--- src/rtl/json_string_unescaper_macros.svh ---
// Assertion macros shared by the JSON string unescaper RTL.
// Include by bare file name; no other dependencies.
`ifndef JSON_STRING_UNESCAPER_MACROS_SVH
`define JSON_STRING_UNESCAPER_MACROS_SVH

// The consequent must hold in the same cycle as the antecedent.
`define JSU_ASSERT_IMP(label, clk, rst_n, ante, cons) \
    label: assert property (@(posedge clk) disable iff (!(rst_n)) (ante) |-> (cons)) \
        else $error("jsu assertion failed");

// The consequent must hold in the cycle after the antecedent.
`define JSU_ASSERT_NXT(label, clk, rst_n, ante, cons) \
    label: assert property (@(posedge clk) disable iff (!(rst_n)) (ante) |=> (cons)) \
        else $error("jsu assertion failed");

`endif

--- src/rtl/jsu_pkg.sv ---
// Shared types and constants for the JSON string unescaper.
// No dependencies; imported by all unescaper modules.
`default_nettype none

package jsu_pkg;

    typedef enum logic [1:0] {
        MODE_IDLE = 2'd0,
        MODE_STR  = 2'd1,
        MODE_ESC  = 2'd2,
        MODE_HEX  = 2'd3
    } t_mode;

    typedef enum logic [1:0] {
        KIND_DATA  = 2'd0,
        KIND_CLOSE = 2'd1,
        KIND_ERROR = 2'd2
    } t_kind;

    // One queued command: up to three result bytes that share one kind.
    typedef struct packed {
        logic [1:0] count;
        t_kind      kind;
        logic [7:0] b0;
        logic [7:0] b1;
        logic [7:0] b2;
    } t_cmd;

endpackage

`default_nettype wire

--- src/rtl/jsu_front.sv ---
// Front end of the unescaper: parses input bytes and builds result commands.
// Depends on jsu_pkg and json_string_unescaper_macros.svh.
`default_nettype none

module jsu_front
    import jsu_pkg::*;
(
    input  wire logic       i_clk,
    input  wire logic       i_rst_n,
    input  wire logic       i_valid,
    input  wire logic [7:0] i_in_byte,
    input  wire logic       i_full,
    output t_cmd            o_cmd,
    output logic            o_push
);

    `include "json_string_unescaper_macros.svh"

    localparam logic [7:0] CH_QUOTE = 8'h22;
    localparam logic [7:0] CH_BSLASH = 8'h5C;
    localparam logic [7:0] CH_SLASH = 8'h2F;
    localparam logic [7:0] CH_B = 8'h62;
    localparam logic [7:0] CH_F = 8'h66;
    localparam logic [7:0] CH_N = 8'h6E;
    localparam logic [7:0] CH_R = 8'h72;
    localparam logic [7:0] CH_T = 8'h74;
    localparam logic [7:0] CH_U = 8'h75;

    t_mode       r_mode, n_mode;
    logic [11:0] r_accum, n_accum;
    logic [1:0]  r_hex_cnt, n_hex_cnt;
    logic        accept;
    logic        hex_ok;
    logic [3:0]  hex_val;
    logic [15:0] code;

    always_comb begin
        hex_ok  = 1'b1;
        hex_val = 4'd0;
        if (i_in_byte inside {[8'h30:8'h39]}) begin
            hex_val = i_in_byte[3:0];
        end else if (i_in_byte inside {[8'h41:8'h46], [8'h61:8'h66]}) begin
            hex_val = i_in_byte[3:0] + 4'd9;
        end else begin
            hex_ok = 1'b0;
        end
    end

    assign accept = i_valid && !i_full;
    assign code   = {r_accum, hex_val};

    always_ff @(posedge i_clk) begin
        if (!i_rst_n) begin
            r_mode    <= MODE_IDLE;
            r_accum   <= '0;
            r_hex_cnt <= '0;
        end else begin
            r_mode    <= n_mode;
            r_accum   <= n_accum;
            r_hex_cnt <= n_hex_cnt;
        end
    end

    always_comb begin
        n_mode    = r_mode;
        n_accum   = r_accum;
        n_hex_cnt = r_hex_cnt;
        o_push    = 1'b0;
        o_cmd     = '{count: 2'd1, kind: KIND_ERROR, b0: 8'h00, b1: 8'h00, b2: 8'h00};
        if (accept) begin
            case (r_mode)
                MODE_STR: begin
                    o_push = 1'b1;
                    if (i_in_byte == 8'h00) begin
                        n_mode = MODE_IDLE;
                    end else if (i_in_byte == CH_QUOTE) begin
                        n_mode     = MODE_IDLE;
                        o_cmd.kind = KIND_CLOSE;
                    end else if (i_in_byte == CH_BSLASH) begin
                        n_mode = MODE_ESC;
                        o_push = 1'b0;
                    end else begin
                        o_cmd.kind = KIND_DATA;
                        o_cmd.b0   = i_in_byte;
                    end
                end
                MODE_ESC: begin
                    o_push     = 1'b1;
                    n_mode     = MODE_STR;
                    o_cmd.kind = KIND_DATA;
                    case (i_in_byte)
                        CH_B:      o_cmd.b0 = 8'h08;
                        CH_F:      o_cmd.b0 = 8'h0C;
                        CH_N:      o_cmd.b0 = 8'h0A;
                        CH_R:      o_cmd.b0 = 8'h0D;
                        CH_T:      o_cmd.b0 = 8'h09;
                        CH_QUOTE:  o_cmd.b0 = CH_QUOTE;
                        CH_BSLASH: o_cmd.b0 = CH_BSLASH;
                        CH_SLASH:  o_cmd.b0 = CH_SLASH;
                        CH_U: begin
                            o_push    = 1'b0;
                            n_mode    = MODE_HEX;
                            n_accum   = '0;
                            n_hex_cnt = '0;
                        end
                        default: begin
                            n_mode     = MODE_IDLE;
                            o_cmd.kind = KIND_ERROR;
                        end
                    endcase
                end
                MODE_HEX: begin
                    if (!hex_ok) begin
                        o_push    = 1'b1;
                        n_mode    = MODE_IDLE;
                        n_accum   = '0;
                        n_hex_cnt = '0;
                    end else if (r_hex_cnt == 2'd3) begin
                        // Fourth digit completes the code point; encode it as UTF-8.
                        o_push     = 1'b1;
                        n_mode     = MODE_STR;
                        n_hex_cnt  = '0;
                        n_accum    = code[11:0];
                        o_cmd.kind = KIND_DATA;
                        if (code <= 16'h007F) begin
                            o_cmd.b0 = code[7:0];
                        end else if (code <= 16'h07FF) begin
                            o_cmd.count = 2'd2;
                            o_cmd.b0    = 8'hC0 | {3'b000, code[10:6]};
                            o_cmd.b1    = 8'h80 | {2'b00, code[5:0]};
                        end else begin
                            o_cmd.count = 2'd3;
                            o_cmd.b0    = 8'hE0 | {4'h0, code[15:12]};
                            o_cmd.b1    = 8'h80 | {2'b00, code[11:6]};
                            o_cmd.b2    = 8'h80 | {2'b00, code[5:0]};
                        end
                    end else begin
                        n_accum   = code[11:0];
                        n_hex_cnt = r_hex_cnt + 2'd1;
                    end
                end
                default: begin
                    if (i_in_byte == CH_QUOTE) begin
                        n_mode    = MODE_STR;
                        n_accum   = '0;
                        n_hex_cnt = '0;
                    end else begin
                        o_push = 1'b1;
                    end
                end
            endcase
        end
    end

    // A partial hex count only exists while a unicode escape is open.
    `JSU_ASSERT_IMP(a_hexcnt_mode, i_clk, i_rst_n, r_hex_cnt != 2'd0, r_mode == MODE_HEX)

endmodule

`default_nettype wire

--- src/rtl/jsu_queue.sv ---
// Small register queue of result commands between front and back ends.
// Depends on jsu_pkg and json_string_unescaper_macros.svh.
`default_nettype none

module jsu_queue
    import jsu_pkg::*;
#(
    parameter int DEPTH = 4
) (
    input  wire logic i_clk,
    input  wire logic i_rst_n,
    input  wire logic i_push,
    input  t_cmd      i_cmd,
    input  wire logic i_pop,
    output t_cmd      o_head,
    output logic      o_full,
    output logic      o_empty
);

    `include "json_string_unescaper_macros.svh"

    localparam int AW = (DEPTH > 1) ? $clog2(DEPTH) : 1;
    localparam int CW = $clog2(DEPTH + 1);

    t_cmd          r_mem [DEPTH];
    logic [AW-1:0] r_wr, n_wr;
    logic [AW-1:0] r_rd, n_rd;
    logic [CW-1:0] r_cnt, n_cnt;

    assign o_full  = (r_cnt == CW'(DEPTH));
    assign o_empty = (r_cnt == '0);
    assign o_head  = r_mem[r_rd];

    always_comb begin
        n_wr  = r_wr;
        n_rd  = r_rd;
        n_cnt = r_cnt;
        if (i_push) begin
            n_wr = (r_wr == AW'(DEPTH - 1)) ? '0 : r_wr + AW'(1);
        end
        if (i_pop) begin
            n_rd = (r_rd == AW'(DEPTH - 1)) ? '0 : r_rd + AW'(1);
        end
        if (i_push && !i_pop) begin
            n_cnt = r_cnt + CW'(1);
        end else if (i_pop && !i_push) begin
            n_cnt = r_cnt - CW'(1);
        end
    end

    always_ff @(posedge i_clk) begin
        if (!i_rst_n) begin
            r_wr  <= '0;
            r_rd  <= '0;
            r_cnt <= '0;
        end else begin
            r_wr  <= n_wr;
            r_rd  <= n_rd;
            r_cnt <= n_cnt;
        end
    end

    always_ff @(posedge i_clk) begin
        if (i_push) begin
            r_mem[r_wr] <= i_cmd;
        end
    end

    `JSU_ASSERT_IMP(a_no_overflow, i_clk, i_rst_n, i_push, !o_full)
    `JSU_ASSERT_IMP(a_no_underflow, i_clk, i_rst_n, i_pop, !o_empty)

endmodule

`default_nettype wire

--- src/rtl/jsu_back.sv ---
// Back end of the unescaper: expands queued commands into single results.
// Depends on jsu_pkg and the macros header; drives the registered output channel.
`default_nettype none

module jsu_back
    import jsu_pkg::*;
(
    input  wire logic       i_clk,
    input  wire logic       i_rst_n,
    input  t_cmd            i_head,
    input  wire logic       i_empty,
    output logic            o_pop,
    output logic            o_valid,
    input  wire logic       i_stall,
    output logic [7:0]      o_out_byte,
    output logic [1:0]      o_kind,
    output logic            o_last
);

    `include "json_string_unescaper_macros.svh"

    logic       r_out_valid;
    logic [7:0] r_out_byte;
    t_kind      r_kind;
    logic       r_last;
    logic [1:0] r_idx, n_idx;
    logic       load;
    logic       final_one;
    logic [7:0] sel_byte;

    // The output register may take a new result when empty or being drained.
    assign load      = !r_out_valid || !i_stall;
    assign final_one = ((r_idx + 2'd1) == i_head.count);
    assign o_pop     = load && !i_empty && final_one;

    always_comb begin
        case (r_idx)
            2'd0:    sel_byte = i_head.b0;
            2'd1:    sel_byte = i_head.b1;
            default: sel_byte = i_head.b2;
        endcase
        n_idx = r_idx;
        if (load && !i_empty) begin
            n_idx = final_one ? 2'd0 : r_idx + 2'd1;
        end
    end

    always_ff @(posedge i_clk) begin
        if (!i_rst_n) begin
            r_out_valid <= 1'b0;
            r_idx       <= 2'd0;
        end else begin
            r_idx <= n_idx;
            if (load) begin
                r_out_valid <= !i_empty;
            end
        end
    end

    always_ff @(posedge i_clk) begin
        if (load && !i_empty) begin
            r_out_byte <= sel_byte;
            r_kind     <= i_head.kind;
            r_last     <= final_one;
        end
    end

    assign o_valid    = r_out_valid;
    assign o_out_byte = r_out_byte;
    assign o_kind     = r_kind;
    assign o_last     = r_last;

    // A command being expanded stays at the head of the queue until its last byte.
    `JSU_ASSERT_IMP(a_partial_head, i_clk, i_rst_n, r_idx != 2'd0, !i_empty)
    `JSU_ASSERT_IMP(a_ctl_last, i_clk, i_rst_n, r_out_valid && r_kind != KIND_DATA,
        r_last && r_out_byte == 8'h00)

endmodule

`default_nettype wire

--- src/rtl/json_string_unescaper.sv ---
// JSON string unescaper: one raw byte of a quoted string literal is accepted per
// cycle, with no result, one result, or up to three UTF-8 bytes for a unicode
// escape, each result tagged as data, string closed or format error and marked
// last on the final result of its input byte. Results pass the command queue and
// then the output register, which issues one result per cycle while i_stall is
// low, so a byte that expands to n results holds the output until all are issued;
// the command queue of QUEUE_DEPTH entries between parser and output absorbs such
// bursts, and input stalls only while that queue is full.
// Depends on jsu_pkg, jsu_front, jsu_queue and jsu_back.
`default_nettype none

module json_string_unescaper
    import jsu_pkg::*;
#(
    parameter int QUEUE_DEPTH = 4
) (
    input  wire logic       i_clk,
    input  wire logic       i_rst_n,
    input  wire logic       i_valid,
    output logic            o_stall,
    input  wire logic [7:0] i_in_byte,
    output logic            o_valid,
    input  wire logic       i_stall,
    output logic [7:0]      o_out_byte,
    output logic [1:0]      o_kind,
    output logic            o_last
);

    t_cmd front_cmd;
    t_cmd head_cmd;
    logic push;
    logic pop;
    logic full;
    logic empty;

    assign o_stall = full;

    jsu_front u_front (
        .i_clk     (i_clk),
        .i_rst_n   (i_rst_n),
        .i_valid   (i_valid),
        .i_in_byte (i_in_byte),
        .i_full    (full),
        .o_cmd     (front_cmd),
        .o_push    (push)
    );

    jsu_queue #(
        .DEPTH (QUEUE_DEPTH)
    ) u_queue (
        .i_clk   (i_clk),
        .i_rst_n (i_rst_n),
        .i_push  (push),
        .i_cmd   (front_cmd),
        .i_pop   (pop),
        .o_head  (head_cmd),
        .o_full  (full),
        .o_empty (empty)
    );

    jsu_back u_back (
        .i_clk      (i_clk),
        .i_rst_n    (i_rst_n),
        .i_head     (head_cmd),
        .i_empty    (empty),
        .o_pop      (pop),
        .o_valid    (o_valid),
        .i_stall    (i_stall),
        .o_out_byte (o_out_byte),
        .o_kind     (o_kind),
        .o_last     (o_last)
    );

endmodule

`default_nettype wire

--- config.mk ---
export PLATFORM = sky130hd
export DESIGN_NAME = json_string_unescaper
export DESIGN_NICKNAME = d
export VERILOG_FILES = /design/src/rtl/jsu_pkg.sv /design/src/rtl/jsu_front.sv /design/src/rtl/jsu_queue.sv /design/src/rtl/jsu_back.sv /design/src/rtl/json_string_unescaper.sv
export VERILOG_INCLUDE_DIRS = /design/src /design/src/rtl
export SDC_FILE = /design/constraint.sdc
export NUM_CORES = 1
export LEC_CHECK = 0
export ABC_AREA = 1
export BUFFER_PORTS_ARGS = -buffer_cell sky130_fd_sc_hd__buf_4
export CAP_MARGIN = 20
export CORE_MARGIN = 2
export CORE_UTILIZATION = 69
export CTS_BUF_LIST = sky130_fd_sc_hd__clkbuf_2
export CTS_CLUSTER_SIZE = 12
export DETAILED_ROUTE_END_ITERATION = 10
export GPL_ROUTABILITY_DRIVEN = 1
export PLACE_DENSITY = 0.88
export SLEW_MARGIN = 25
export SYNTH_ARGS = -nofsm -noshare
export SYNTH_HDL_FRONTEND = slang
export SYNTH_SLANG_ARGS = --single-unit
export TNS_END_PERCENT = 20
--- constraint.sdc ---
create_clock -name i_clk -period 7 [get_ports i_clk]
set_input_delay 0.35 -clock i_clk [delete_from_list [all_inputs] [get_ports i_clk]]
set_output_delay 0.35 -clock i_clk [all_outputs]
set_load 0.01 [all_outputs]
==> flow_summary.html <==
<table>
<tr><th>Metric</th><th>Value</th></tr>
<tr><th colspan="2">Synth</th></tr>
<tr><td>Cell type with the largest total area after synthesis</td><td>sky130_fd_sc_hd__edfxtp_1</td></tr>
<tr><td>Top cells by area, synth</td><td>sky130_fd_sc_hd__edfxtp_1 (51%), sky130_fd_sc_hd__dfxtp_1 (8.5%), sky130_fd_sc_hd__nand2_1 (6.7%), sky130_fd_sc_hd__nor2_1 (6.1%), sky130_fd_sc_hd__o21ai_0 (4.8%)</td></tr>
<tr><td>Cell variety after synth</td><td>38</td></tr>
<tr><td>Synthesized area</td><td>6590 sq um</td></tr>
<tr><td>Fraction of the yosys area taken by sequential cells</td><td>between 50% and 60%</td></tr>
<tr><td>Nets in the synthesized netlist</td><td>approximately 700</td></tr>
<tr><td>Syn Area/Cell</td><td>9.58 sq um</td></tr>
<tr><td>Yosys Warn Count</td><td>0</td></tr>
<tr><td>Post-synthesis instance total</td><td>between 600 and 700</td></tr>
<tr><td>Fraction of synthesized cell area taken by the top area cell type</td><td>around half</td></tr>
<tr><td>Register bit count reported by yosys</td><td>~140</td></tr>
<tr><th colspan="2">Power</th></tr>
<tr><td>Highest ir drop seen on vdd</td><td>between 0.2 and 0.25 mV</td></tr>
<tr><td>Post-layout total power</td><td>roughly 2.5 mW</td></tr>
<tr><td>Total leakage power</td><td>around 2.8 nW</td></tr>
<tr><td>Pwr/cell area</td><td>approximately 340 nW/um^2</td></tr>
<tr><th colspan="2">Worst setup path</th></tr>
<tr><td>R2r worst-path depth</td><td>14</td></tr>
<tr><td>Delay of the slowest cell on the worst path</td><td>approximately 940 ps</td></tr>
<tr><td>Worst flop-to-flop path endpoint</td><td>u_queue.r_cnt[2]</td></tr>
<tr><td>Kind of end point of the critical path</td><td>register</td></tr>
<tr><td>Arrival time of the worst setup path</td><td>4310 ps</td></tr>
<tr><td>Critical path class</td><td>register to register</td></tr>
<tr><td>Cell breakdown of the critical path</td><td>inv_1, nand3_1, nand2_1, xor2_1, nand2_1, inv_1, nand2_1, ha_1, inv_1, fa_1, a21oi_1, o21ai_0, o21ai_0, a21oi_1</td></tr>
<tr><td>Type of element launching the critical path</td><td>register</td></tr>
<tr><td>Worst-case register-to-register setup slack</td><td>3300 ps</td></tr>
<tr><td>Req. time, crit path</td><td>7610 ps</td></tr>
<tr><td>CP Max Fanout</td><td>26</td></tr>
<tr><td>Critical Path Slowest Stage Cell</td><td>sky130_fd_sc_hd__dfxtp_1</td></tr>
<tr><th colspan="2">Detailed routing</th></tr>
<tr><td>Detail Route Antenna Nets</td><td>0</td></tr>
<tr><td>Post-detailed-route wirelength per cell</td><td>17.1 microns</td></tr>
<tr><td>First DRT Iteration DRCs</td><td>about 400</td></tr>
<tr><td>Total via count in the routed design</td><td>roughly 5,000</td></tr>
<tr><td>Initial DRT Pass Iterations</td><td>6</td></tr>
<tr><td>Total DRC errors in the routed layout</td><td>0</td></tr>
<tr><td>Wirelength, routed</td><td>14,700 microns</td></tr>
<tr><td>Vias per Instance</td><td>5.91</td></tr>
<tr><th colspan="2">STA</th></tr>
<tr><td>Min Hold Slack</td><td>between 70 and 80 ps</td></tr>
<tr><td>Unrepaired setup endpoints after global routing</td><td>no</td></tr>
<tr><td>Minimum setup slack in the final design</td><td>3300 ps</td></tr>
<tr><td>Final critical-path required period</td><td>between 3000 and 4000 ps</td></tr>
<tr><td>Slew @ Worst Pin</td><td>872 ps</td></tr>
<tr><td>Remaining max-slew budget at the tightest pin</td><td>a little over two fifths</td></tr>
<tr><td>Number of setup violations in the final report</td><td>0</td></tr>
<tr><td>Total negative slack</td><td>0 ps</td></tr>
<tr><td>Total count of max-transition violations in the final report</td><td>0</td></tr>
<tr><td>Maximum clock frequency</td><td>between 200 and 300 MHz</td></tr>
<tr><td>Layout Skew</td><td>44.7 ps</td></tr>
<tr><td>Count of endpoints failing hold in the final timing report</td><td>0</td></tr>
<tr><td>Final period utilization</td><td>52.9%</td></tr>
<tr><th colspan="2">CTS</th></tr>
<tr><td>Clock tree from TritonCTS</td><td>done</td></tr>
<tr><td>Worst-skew pair later-pin latency</td><td>700 ps</td></tr>
<tr><td>Number of CTS-inserted buffers</td><td>17</td></tr>
<tr><td>Buffer levels on the longest clock path</td><td>2</td></tr>
<tr><td>Clock tree root buffer cell</td><td>sky130_fd_sc_hd__clkbuf_2</td></tr>
<tr><td>Clock net sink count</td><td>between 100 and 150</td></tr>
<tr><td>Number of levels in the clock H-tree</td><td>4</td></tr>
<tr><td>Worst-path clk slew</td><td>220 ps</td></tr>
<tr><th colspan="2">Global routing</th></tr>
<tr><td>Largest net degree at the start of global routing</td><td>52</td></tr>
<tr><td>Initial antenna violation count</td><td>0</td></tr>
<tr><td>Wire length of the first global-routing pass</td><td>~23,000 microns</td></tr>
<tr><td>Number of global-route vias before repair</td><td>4,709</td></tr>
<tr><td>Remaining global-route overflow</td><td>0</td></tr>
<tr><td>Global-route usage over all layers</td><td>29.9%</td></tr>
<tr><th colspan="2">Job</th></tr>
<tr><td>Max-cap viol count</td><td>0</td></tr>
<tr><th colspan="2">Die</th></tr>
<tr><td>Vertical die dimension</td><td>around 100 microns</td></tr>
<tr><td>Floorplan die area</td><td>10,300 sq um</td></tr>
<tr><td>Initial standard-cell utilization of the core</td><td>71.3%</td></tr>
<tr><td>Core area</td><td>about 9200 sq um</td></tr>
<tr><td>Die width</td><td>roughly 100 microns</td></tr>
<tr><td>Std-Cell Rows</td><td>35</td></tr>
<tr><td>Number of top-level pins</td><td>25</td></tr>
<tr><th colspan="2">Finish</th></tr>
<tr><td>Number of nets in the finished design</td><td>between 700 and 800</td></tr>
<tr><td>Fraction of layout instances using a drive strength above 1</td><td>about an eighth</td></tr>
<tr><td>Layout Cell Area excl Fill</td><td>approximately 7200 sq um</td></tr>
<tr><td>Inserted Diodes</td><td>0</td></tr>
<tr><td>Layout Area Growth over Synthesis</td><td>8.72%</td></tr>
<tr><th colspan="2">Placed design</th></tr>
<tr><td>Post-placement cell area</td><td>6870 sq um</td></tr>
<tr><td>Final weighted congestion in routability-driven placement</td><td>0.884</td></tr>
<tr><td>Input/output buffers</td><td>24</td></tr>
<tr><td>Place WS</td><td>3470 ps</td></tr>
<tr><td>Detail Placement HPWL</td><td>9820 microns</td></tr>
<tr><th colspan="2">Worst hold path</th></tr>
<tr><td>Endpoint of the worst hold-timing path</td><td>u_front.r_accum[0]</td></tr>
<tr><td>Number of cells on the worst hold path</td><td>4</td></tr>
<tr><td>Class of the worst hold path</td><td>primary input to register</td></tr>
<tr><td>Source of the worst hold timing path</td><td>i_in_byte[0]</td></tr>
<tr><th colspan="2">Outcome</th></tr>
<tr><td>Run status</td><td>completed</td></tr>
</table>
-- worst max-delay path by stage --
stage / from / endpoint / depth (start not counted)
after floorplan: i_in_byte[0] / u_queue.r_mem[0][0] / 11
after global placement: register / u_queue.r_cnt[2] / 14
after detailed placement: register / u_queue.r_cnt[2] / 14
after CTS: register / u_queue.r_cnt[2] / 14
after global routing: register / u_queue.r_cnt[2] / 14
final: register / u_queue.r_cnt[2] / 14
-- logic make-up after synthesis --
| group | count (synthesis) | share of synthesized area (%) |
|---|---|---|
| XOR/XNOR | 2 | 0.266 |
| adder cells (fa/ha/maj) | 18 | 3.53 |
| buffers and inverters | 87 | 5.37 |
| AND/OR/NAND/NOR | 305 | 20.4 |
| AO/OA/AOI/OAI | 137 | 11.3 |
| flip-flops | 139 | 59.1 |
-- layout by cell type, fill, tap and decap left out, types with 3 or more instances in the layout --
cell                         Yosys  routed
sky130_fd_sc_hd__a21boi_1        3       3
sky130_fd_sc_hd__a21oi_1        28      28
sky130_fd_sc_hd__buf_4           1      30
sky130_fd_sc_hd__bufinv_16       0       3
sky130_fd_sc_hd__clkbuf_2        1      18
sky130_fd_sc_hd__clkinvlp_4      0       3
sky130_fd_sc_hd__dfxtp_1        28      28
sky130_fd_sc_hd__edfxtp_1      111     111
sky130_fd_sc_hd__ha_1           17      17
sky130_fd_sc_hd__inv_1          59      59
sky130_fd_sc_hd__inv_2           3       3
sky130_fd_sc_hd__inv_6           0       3
sky130_fd_sc_hd__nand2_1       118     118
sky130_fd_sc_hd__nand2_2         3       3
sky130_fd_sc_hd__nand3_1        48      48
sky130_fd_sc_hd__nand3_4         3       3
sky130_fd_sc_hd__nand4_1         6       6
sky130_fd_sc_hd__nor2_1        107     103
sky130_fd_sc_hd__nor2_2          7      11
sky130_fd_sc_hd__o21ai_0        63      63
sky130_fd_sc_hd__o21ai_1        14      14
sky130_fd_sc_hd__o22ai_1        23      23
-- registers in the layout (all words and copies together) (netlist names), named ones only --
signal and count:
u_back.o_out_byte 8, u_back.r_idx 2, u_front.r_accum 12, u_back.o_kind 2, u_queue.r_wr 2, u_back.o_last 1, u_front.r_hex_cnt 2, u_queue.r_mem 100
u_queue.r_rd 2, u_queue.r_cnt 3, u_front.r_mode 2, u_back.o_valid 1
-- synth_stat cells (all sizes together) --
| cell | number |
|---|---|
| o22ai | 23 |
| nor3 | 2 |
| nand4 | 7 |
| nand3b | 2 |
| clkinv | 1 |
| nand2 | 123 |
| ha | 17 |
| dfxtp | 28 |
| nand3 | 51 |
| o21ai | 79 |
| a21oi | 28 |
| a31oi | 1 |
| nor2 | 116 |
| fa | 1 |
| buf | 8 |
| inv | 62 |
| xor2 | 2 |
| a21boi | 3 |
| o21bai | 1 |
| and2 | 1 |
| or2 | 3 |
| o21a | 2 |
| edfxtp | 111 |
| clkbuf | 16 |
-- critical path: cells and delay by family, from the launching register on --
family          cells  cell delay [ps]
buf+inv             3              740
compound gates      4              480
flops               1              940
simple gates        4              670
xor+xnor            1              170
fa+ha+maj           2              610
-- stage by stage --
| stage | cells | util (%) |
|---|---|---|
| finish | 857 | 77.5 |
| global route | 857 | 77.5 |
| CTS | 857 | 77.5 |
| detailed placement | 823 | 74.3 |
| global placement | 823 | 74.3 |
| floorplan | 688 | - |
-- repair_timing --
item                                    in CTS  in global routing
endpoints found under the hold margin       21                  0
setup buffers                                0                  0
endpoints found under the setup margin       0                  0
hold buffers                                 2                  0
gates resized for setup                      0                  0
-- area by class of cell --
class	count	area (sq um)
flip-flops and latches	139	3890
multi-input cells	462	2350
fillers	612	2080
repair buffers	32	245
inverters	63	238
clock inverters	14	184
well taps	129	161
clock buffers	18	90.1
-- power by group --
part           internal, mW  switching, mW  total [mW]
Combinational         0.272          0.550       0.822
Sequential             1.05         0.0660        1.12
Clock                 0.209          0.310       0.519
Total                  1.53          0.926        2.46
-- metal layers --
metal,global-route usage (%),wire (microns),up-vias
met1,38.8,5780,2317
met5,0,0,-
met4,11.6,376,0
met3,6.69,1230,50
li1,-,-,2406
met2,49.4,7280,288
Power figures use the tool's default switching activity.
